File: src/rtl/core/sorted_sequence_merge_assert.svh
// Assertion macros shared by the sorted sequence merge design.
`ifndef SORTED_SEQUENCE_MERGE_ASSERT_SVH
`define SORTED_SEQUENCE_MERGE_ASSERT_SVH

// Checks that the consequent holds in the same cycle as the antecedent.
`define SSM_ASSERT_SAME(lbl, ante, cons, msg) \
    lbl: assert property (@(posedge clk) disable iff (!rst_n) (ante) |-> (cons)) \
        else $error(msg);

// Checks that the consequent holds in the cycle after the antecedent.
`define SSM_ASSERT_NEXT(lbl, ante, cons, msg) \
    lbl: assert property (@(posedge clk) disable iff (!rst_n) (ante) |=> (cons)) \
        else $error(msg);

`endif

File: src/rtl/core/ssm_pkg.sv
// Package with the command codes and state type of the sorted sequence merge.
package ssm_pkg;

    // Width of the value ports.
    localparam int VALUE_W = 32;

    // Width of the command field.
    localparam int KIND_W = 2;

    // Command codes carried in the kind field.
    localparam logic [KIND_W-1:0] KIND_APPEND_FIRST  = 2'd0;
    localparam logic [KIND_W-1:0] KIND_APPEND_SECOND = 2'd1;
    localparam logic [KIND_W-1:0] KIND_MERGE         = 2'd2;

    // Sequencer states.
    typedef enum logic [1:0] {
        ST_IDLE  = 2'b01,
        ST_MERGE = 2'b10
    } state_t;

endpackage

File: src/rtl/core/sorted_sequence_merge.sv
// Two-way merge of two sorted sequences held in two on-chip memories.
//
// Each append word is written into its memory at the fill count. A merge
// word first reads both heads from the memories into the read registers, then
// gives the stored values one per cycle while the output register can load,
// paced by the loop from the head compare to the next read address of the
// memories. No word is taken while a merge runs; a merge of two empty stores
// gives no result. Results leave through an output register, so a finished
// result may wait while the next word comes in. On equal heads the second
// sequence goes first. Appends to a full store are dropped and flagged on
// every result of the next merge.
module sorted_sequence_merge #(
    parameter int LIST_DEPTH  = 32,
    parameter int VALUE_WIDTH = 32
) (
    input  logic                         clk,
    input  logic                         rst_n,
    input  logic                         item_valid,
    output logic                         item_ready,
    input  logic [ssm_pkg::KIND_W-1:0]   kind,
    input  logic signed [ssm_pkg::VALUE_W-1:0] value,
    output logic                         result_valid,
    input  logic                         result_ready,
    output logic signed [ssm_pkg::VALUE_W-1:0] merged_value,
    output logic                         last,
    output logic                         overflow
);

`include "sorted_sequence_merge_assert.svh"

    localparam int PW      = ssm_pkg::VALUE_W;
    localparam int STORE_W = (VALUE_WIDTH < PW) ? VALUE_WIDTH : PW;
    localparam int CNT_W   = $clog2(LIST_DEPTH + 1);
    localparam int IDX_W   = (LIST_DEPTH > 1) ? $clog2(LIST_DEPTH) : 1;
    localparam int REM_W   = $clog2(2 * LIST_DEPTH + 1);

    // Sequencer and bookkeeping registers.
    ssm_pkg::state_t    state_reg, state_next;
    logic [CNT_W-1:0]   first_count_reg, first_count_next;
    logic [CNT_W-1:0]   second_count_reg, second_count_next;
    logic               dropped_reg, dropped_next;
    logic [CNT_W-1:0]   a_reg, a_next;
    logic [CNT_W-1:0]   b_reg, b_next;
    logic [REM_W-1:0]   rem_reg, rem_next;

    // Output register.
    logic               result_valid_reg, result_valid_next;
    logic [PW-1:0]      merged_value_reg, merged_value_next;
    logic               last_reg, last_next;
    logic               overflow_reg, overflow_next;

    // Memories and their registered read data.
    logic [STORE_W-1:0] first_mem [LIST_DEPTH];
    logic [STORE_W-1:0] second_mem [LIST_DEPTH];
    logic [STORE_W-1:0] rd_first_reg;
    logic [STORE_W-1:0] rd_second_reg;

    logic               item_accept;
    logic               out_load;
    logic               emit;
    logic               first_avail;
    logic               second_avail;
    logic               take_first;
    logic               first_full;
    logic               second_full;
    logic               wr_first;
    logic               wr_second;
    logic [STORE_W-1:0] key;
    logic [STORE_W-1:0] sel_value;
    logic [REM_W-1:0]   total;

    // Handshake and write decode.
    assign item_ready  = (state_reg == ssm_pkg::ST_IDLE);
    assign item_accept = item_valid && item_ready;
    assign out_load    = !result_valid_reg || result_ready;
    assign emit        = (state_reg == ssm_pkg::ST_MERGE) && out_load;
    assign first_full  = (first_count_reg >= CNT_W'(LIST_DEPTH));
    assign second_full = (second_count_reg >= CNT_W'(LIST_DEPTH));
    assign wr_first    = item_accept && (kind == ssm_pkg::KIND_APPEND_FIRST) && !first_full;
    assign wr_second   = item_accept && (kind == ssm_pkg::KIND_APPEND_SECOND) && !second_full;
    assign key         = value[STORE_W-1:0];
    assign total       = REM_W'(first_count_reg) + REM_W'(second_count_reg);

    // Head compare; a strict less-than lets the second sequence win a tie.
    assign first_avail  = (a_reg < first_count_reg);
    assign second_avail = (b_reg < second_count_reg);
    assign take_first   = first_avail &&
                          (!second_avail || ($signed(rd_first_reg) < $signed(rd_second_reg)));
    assign sel_value    = take_first ? rd_first_reg : rd_second_reg;

    // Next state of the sequencer, counts and read pointers.
    always_comb
    begin
        state_next        = state_reg;
        first_count_next  = first_count_reg;
        second_count_next = second_count_reg;
        dropped_next      = dropped_reg;
        a_next            = a_reg;
        b_next            = b_reg;
        rem_next          = rem_reg;
        case (state_reg)
            ssm_pkg::ST_IDLE:
            begin
                if (item_accept)
                begin
                    case (kind)
                        ssm_pkg::KIND_APPEND_FIRST:
                        begin
                            if (first_full)
                                dropped_next = 1'b1;
                            else
                                first_count_next = first_count_reg + CNT_W'(1);
                        end
                        ssm_pkg::KIND_APPEND_SECOND:
                        begin
                            if (second_full)
                                dropped_next = 1'b1;
                            else
                                second_count_next = second_count_reg + CNT_W'(1);
                        end
                        ssm_pkg::KIND_MERGE:
                        begin
                            if (total == '0)
                                dropped_next = 1'b0;
                            else
                            begin
                                state_next = ssm_pkg::ST_MERGE;
                                rem_next   = total;
                            end
                        end
                        default:
                        begin
                        end
                    endcase
                end
            end
            ssm_pkg::ST_MERGE:
            begin
                if (emit)
                begin
                    if (take_first)
                        a_next = a_reg + CNT_W'(1);
                    else
                        b_next = b_reg + CNT_W'(1);
                    rem_next = rem_reg - REM_W'(1);
                    // The final word empties both stores and clears the drop flag.
                    if (rem_reg == REM_W'(1))
                    begin
                        state_next        = ssm_pkg::ST_IDLE;
                        a_next            = '0;
                        b_next            = '0;
                        first_count_next  = '0;
                        second_count_next = '0;
                        dropped_next      = 1'b0;
                    end
                end
            end
            default:
            begin
                state_next = ssm_pkg::ST_IDLE;
                a_next     = '0;
                b_next     = '0;
            end
        endcase
    end

    // Next value of the output register.
    always_comb
    begin
        result_valid_next = result_valid_reg;
        merged_value_next = merged_value_reg;
        last_next         = last_reg;
        overflow_next     = overflow_reg;
        if (out_load)
        begin
            result_valid_next = emit;
            if (emit)
            begin
                merged_value_next = PW'($signed(sel_value));
                last_next         = (rem_reg == REM_W'(1));
                overflow_next     = dropped_reg;
            end
        end
    end

    // Control registers.
    always_ff @(posedge clk or negedge rst_n)
    begin
        if (!rst_n)
        begin
            state_reg        <= ssm_pkg::ST_IDLE;
            first_count_reg  <= '0;
            second_count_reg <= '0;
            dropped_reg      <= 1'b0;
            a_reg            <= '0;
            b_reg            <= '0;
            rem_reg          <= '0;
            result_valid_reg <= 1'b0;
        end
        else
        begin
            state_reg        <= state_next;
            first_count_reg  <= first_count_next;
            second_count_reg <= second_count_next;
            dropped_reg      <= dropped_next;
            a_reg            <= a_next;
            b_reg            <= b_next;
            rem_reg          <= rem_next;
            result_valid_reg <= result_valid_next;
        end
    end

    // Output payload registers.
    always_ff @(posedge clk)
    begin
        merged_value_reg <= merged_value_next;
        last_reg         <= last_next;
        overflow_reg     <= overflow_next;
    end

    // First memory: written at the fill count, read at the next head pointer.
    always_ff @(posedge clk)
    begin
        if (wr_first)
            first_mem[first_count_reg[IDX_W-1:0]] <= key;
        rd_first_reg <= first_mem[a_next[IDX_W-1:0]];
    end

    // Second memory: written at the fill count, read at the next head pointer.
    always_ff @(posedge clk)
    begin
        if (wr_second)
            second_mem[second_count_reg[IDX_W-1:0]] <= key;
        rd_second_reg <= second_mem[b_next[IDX_W-1:0]];
    end

    assign result_valid = result_valid_reg;
    assign merged_value = merged_value_reg;
    assign last         = last_reg;
    assign overflow     = overflow_reg;

    // Head pointers never pass the fill counts.
    `SSM_ASSERT_SAME(a_ptr_bound, state_reg == ssm_pkg::ST_MERGE, (a_reg <= first_count_reg) && (b_reg <= second_count_reg), "head pointer beyond fill count")
    // The remaining count matches what is left in both stores.
    `SSM_ASSERT_SAME(a_rem_match, state_reg == ssm_pkg::ST_MERGE, rem_reg == (REM_W'(first_count_reg - a_reg) + REM_W'(second_count_reg - b_reg)), "remaining count out of step with pointers")
    // After the final word both stores are empty and the sequencer is idle.
    `SSM_ASSERT_NEXT(a_merge_done, emit && (rem_reg == REM_W'(1)), (state_reg == ssm_pkg::ST_IDLE) && (first_count_reg == '0) && (second_count_reg == '0) && !dropped_reg, "stores not emptied after merge")
    // Fill counts stay within the store depth.
    `SSM_ASSERT_SAME(a_count_bound, item_valid || !item_valid, (first_count_reg <= CNT_W'(LIST_DEPTH)) && (second_count_reg <= CNT_W'(LIST_DEPTH)), "fill count beyond depth")

endmodule
File: config.mk
export PLATFORM = sky130hd
export DESIGN_NAME = sorted_sequence_merge
export DESIGN_NICKNAME = d
export VERILOG_FILES = /design/src/rtl/core/ssm_pkg.sv /design/src/rtl/core/sorted_sequence_merge.sv
export VERILOG_INCLUDE_DIRS = /design/src /design/src/rtl/core
export SDC_FILE = /design/constraint.sdc
export NUM_CORES = 2
export LEC_CHECK = 0
export BUFFER_PORTS_ARGS = -buffer_cell sky130_fd_sc_hd__buf_2
export CAP_MARGIN = 25
export CELL_PAD_IN_SITES_DETAIL_PLACEMENT = 1
export CELL_PAD_IN_SITES_GLOBAL_PLACEMENT = 2
export CORE_UTILIZATION = 48
export CTS_BUF_LIST = sky130_fd_sc_hd__clkbuf_2
export CTS_CLUSTER_SIZE = 40
export DETAILED_ROUTE_END_ITERATION = 10
export HOLD_SLACK_MARGIN = 0.08
export PLACE_DENSITY_LB_ADDON = 0.3
export SLEW_MARGIN = 20
export SYNTH_ARGS = -nofsm -noshare
export SYNTH_HDL_FRONTEND = slang
export SYNTH_SLANG_ARGS = --single-unit
export TNS_END_PERCENT = 30
File: constraint.sdc
create_clock -name clk -period 4.2 [get_ports clk]
set_input_delay 0.84 -clock clk [delete_from_list [all_inputs] [get_ports clk]]
set_output_delay 0.84 -clock clk [all_outputs]
set_load 0.05 [all_outputs]
==> reports/results.ini <==
[detailed_routing]
totalWireLength_mm = 305
wl_per_cell_um = 29.8
drc_errors = 0
drtIter0Drc = 5894
drt.antenna.violating_nets = 0
vias = 61500
firstDrtPassIters = 6
via_per_inst = 6.01

[clocking]
cts_sinks = 2181
clockBufferDepth = 4
cts_tree = built
clkLatencyLatePin_ps = 1880
root_buffer = clkbuf_2
cts_inserted_buffers = 581
cts.clk_slew.worst_paths_ps = 120
cts_max_level = 6

[layout]
register_area_um2 = 64700
drive_above_1_share = 0.289
n_fill_cell = 17700
area_growth_pct = 21.9
layout.cells.non_filler = 10200
nets = 7549
multi_input_area_um2 = 22300
final_util = 0.589

[floorplanning]
initial_core_util = 0.483
fp.dieW_um = 428
die-area_um2 = 183000
io_pins = 74
dieHeight_um = 428
core_area_um2 = 181000
rows = 156

[critical_path]
end_kind = register
cp_max_fo = 6
crit_path_start_kind = register
criticalPathCategory = register to register
critPathTopFamily = compound AO/OA/AOI/OAI gates
required_ps = 5910
slowest_stage = nor4_4
cp.arrival_ps = 6270
cpPeakStageDelay_ps = 450
critPathBufInv = 10
cp_cell_sequence = inv_1 -> ha_1 -> buf_4 -> o211ai_1 -> nor2_1 -> o311ai_4 -> a311oi_4 -> buf_6 -> buf_6 -> nor3_4 -> o31a_1 -> a2bb2oi_4 -> buf_6 -> buf_12 -> buf_12 -> buf_12 -> buf_12 -> buf_8 -> nor3_1 -> nor3_1 -> nor2_1 -> a32o_2 -> nor4_4
cp_common_cell = buf_12

[sta]
finalSetupViolCount = 64
rsz0062_at_grt = yes
hold_ws_ps = 176
clock_skew_ps = 163
fmax_mhz = 219
max-slew-margin-rel = 0.170
fin_crit_ps = 4560
final-hold-violation-count = 0
slew_violations = 0
tightestPinTransition_ps = 1240
fin_crit_sh = 1.08
setup_ws_ps = -356

[logic_synthesis]
synth_warnings = 0
synth_area_um2 = 87200
synth_nets = 6355
synth_edf_count = 2082
syn_area_per_cell_um2 = 13.9
synth-seq-cells = 2181
synth_top_cells_by_area = edfxtp_1 72%, nand2_1 4.6%, nand3_1 2.0%
synth_async_sr_flop_share = 0.0160
synth_ff_type = edfxtp_1
synth_area_leader_cell = edfxtp_1
synth_top_cell_area_share = 0.717
synth_cells = 6252
synth.distinct_cells = 92
seq_area_frac_synth = 0.742

[global_route]
antenna_found_initial = 28
grt_pass1_wl_mm = 435
grt_max_degree = 138
grt_usage = 0.326
grt_overflow_total = 0
grt_pass1_vias = 64600

[job]
maxCapViolations = 0

[outcome]
violations = negative setup slack
status = complete, but fails checks

[placed_design]
place_inst = 8968
place_congestion = 0.848
dp_slack_ps = -1240
io_buffers = 73
dp_hpwl_mm = 176

[power]
p_leak_nw = 37.6
power.density_nw_per_um2 = 449
irDropWorstVdd_uv = 546

[min_path]
worst_hold_path_type = input port to register

==> power by group <==
| part | total [W] | switching (W) | internal, W |
|---|---|---|---|
| registers | 0.0245 | 0.000249 | 0.0243 |
| logic | 0.00851 | 0.00554 | 0.00296 |
| clock network | 0.0147 | 0.00901 | 0.00568 |
| total | 0.0477 | 0.0148 | 0.0329 |
==> final cells by class <==
cell class / instances / share of cell area
diodes: 19 / 0.000447
clock buffers: 857 / 0.0404
clock inverters: 124 / 0.00582
inverters: 66 / 0.00280
multi-input cells: 3600 / 0.210
flip-flops and latches: 2181 / 0.609
well taps: 2370 / 0.0279
repair buffers: 1015 / 0.103
repair inverters: 1 / 0.0000824
==> metal layers <==
metal	GRT usage	wire, um	vias to the layer above
met5	0	12	-
met4	0.170	15700	2
met3	0.0627	22100	691
met2	0.546	151000	2833
met1	0.401	117000	31600
li1	-	-	26400
==> cell usage after synthesis (3+ instances only) <==
cell / number
nand3_1: 345
and3_1: 69
a21o_1: 6
nor3_1: 322
a32oi_1: 66
a32o_1: 66
mux2i_1: 73
or3_1: 102
nor3b_2: 5
o21bai_1: 4
nor4_1: 6
edfxtp_1: 2082
dfxtp_1: 64
nand4_1: 76
and2_1: 191
o21ai_1: 62
nand2_1: 1058
a31oi_1: 10
o22ai_1: 33
o21a_1: 3
clkbuf_1: 233
nand2_2: 3
nor2b_1: 5
nor3_2: 3
nor4_2: 58
o311ai_1: 32
buf_1: 33
buf_2: 120
a21oi_1: 100
buf_4: 10
o211ai_1: 102
inv_1: 59
a211oi_1: 186
dfrtp_1: 34
nand2b_1: 8
o21ai_0: 141
xnor2_1: 6
mux2_2: 64
inv_2: 4
nor2_1: 275
ha_1: 64
buf_6: 8
==> kinds of logic after synthesis <==
kind of cell               count (synthesis)  synth area share
adders and majority gates                 65           0.00941
AOI/OAI and AO/OA                        846            0.0681
and+or+nand+nor                         2544             0.140
DFF                                     2181             0.742
xor gates and xnor gates                   7          0.000703
muxes                                    138            0.0168
buffers and inverters                    471            0.0232
==> worst min-delay path, delay by kind of cell <==
family | cells | cell delay (ps)
buffers and inverters | 3 | 960
==> placed cells by master (no fill, tap or decap), types with 66 or more instances in the layout <==
cell type      netlist  routed
nor2_1             275     209
buf_4               10     571
nand2_1           1058    1029
nand4_1             76      76
o21ai_0            141     109
nor3_1             322     309
o21ai_1             62      81
clkbuf_2             1     857
and2_1             191     189
buf_12               0     184
a21oi_1            100      92
o211ai_1           102     102
nand3_1            345     331
nor2_4               0      66
clkinv_1             2      88
edfxtp_1          2082    2082
or3_1              102     100
dlygate4sd3_1        0      79
mux2i_1             73      72
a211oi_1           186     186
buf_2              120      71
==> per-stage QoR <==
stage / power, W / TNS, ps / area [um^2]
CTS: 0.0476 / -6070 / 105000
floorplan: 0.0286 / 0 / 87200
global route: 0.0494 / -19910 / 106000
finish: 0.0477 / -11750 / 106000
global placement: 0.0322 / -41410 / 96400
detailed placement: 0.0324 / -44210 / 96500
==> what timing repair did <==
item,CTS,global route
gates resized for setup,338,96
cloned,16,7
endpoints found under the setup margin,65,66
hold buffers,94,3
setup buffers,101,60
endpoints found under the hold margin,3135,33
pin swaps,104,75
==> path summary, 6_finish.rpt <==
check / slack, ps / cells past startpoint / end / start
min in group asynchronous: 550 / 5 / first_count_reg[5]$_DFFE_PN0P_ / rst_n
worst min register to register: 490 / 2 / state_reg[0]$_DFFE_PN1P_ / state_reg[0]$_DFFE_PN1P_
worst max-delay path: -360 / 23 / rd_second_reg[1]$_DFF_P_ / rd_second_reg[5]$_DFF_P_
worst max register to register: -360 / 23 / rd_second_reg[1]$_DFF_P_ / rd_second_reg[5]$_DFF_P_
max in group asynchronous: 3370 / 5 / b_reg[2]$_DFF_PN0_ / rst_n
worst min-delay path: 180 / 3 / second_mem[28][30]$_DFFE_PP_ / value[30]
Note: power is estimated with default switching activity, not from simulation.
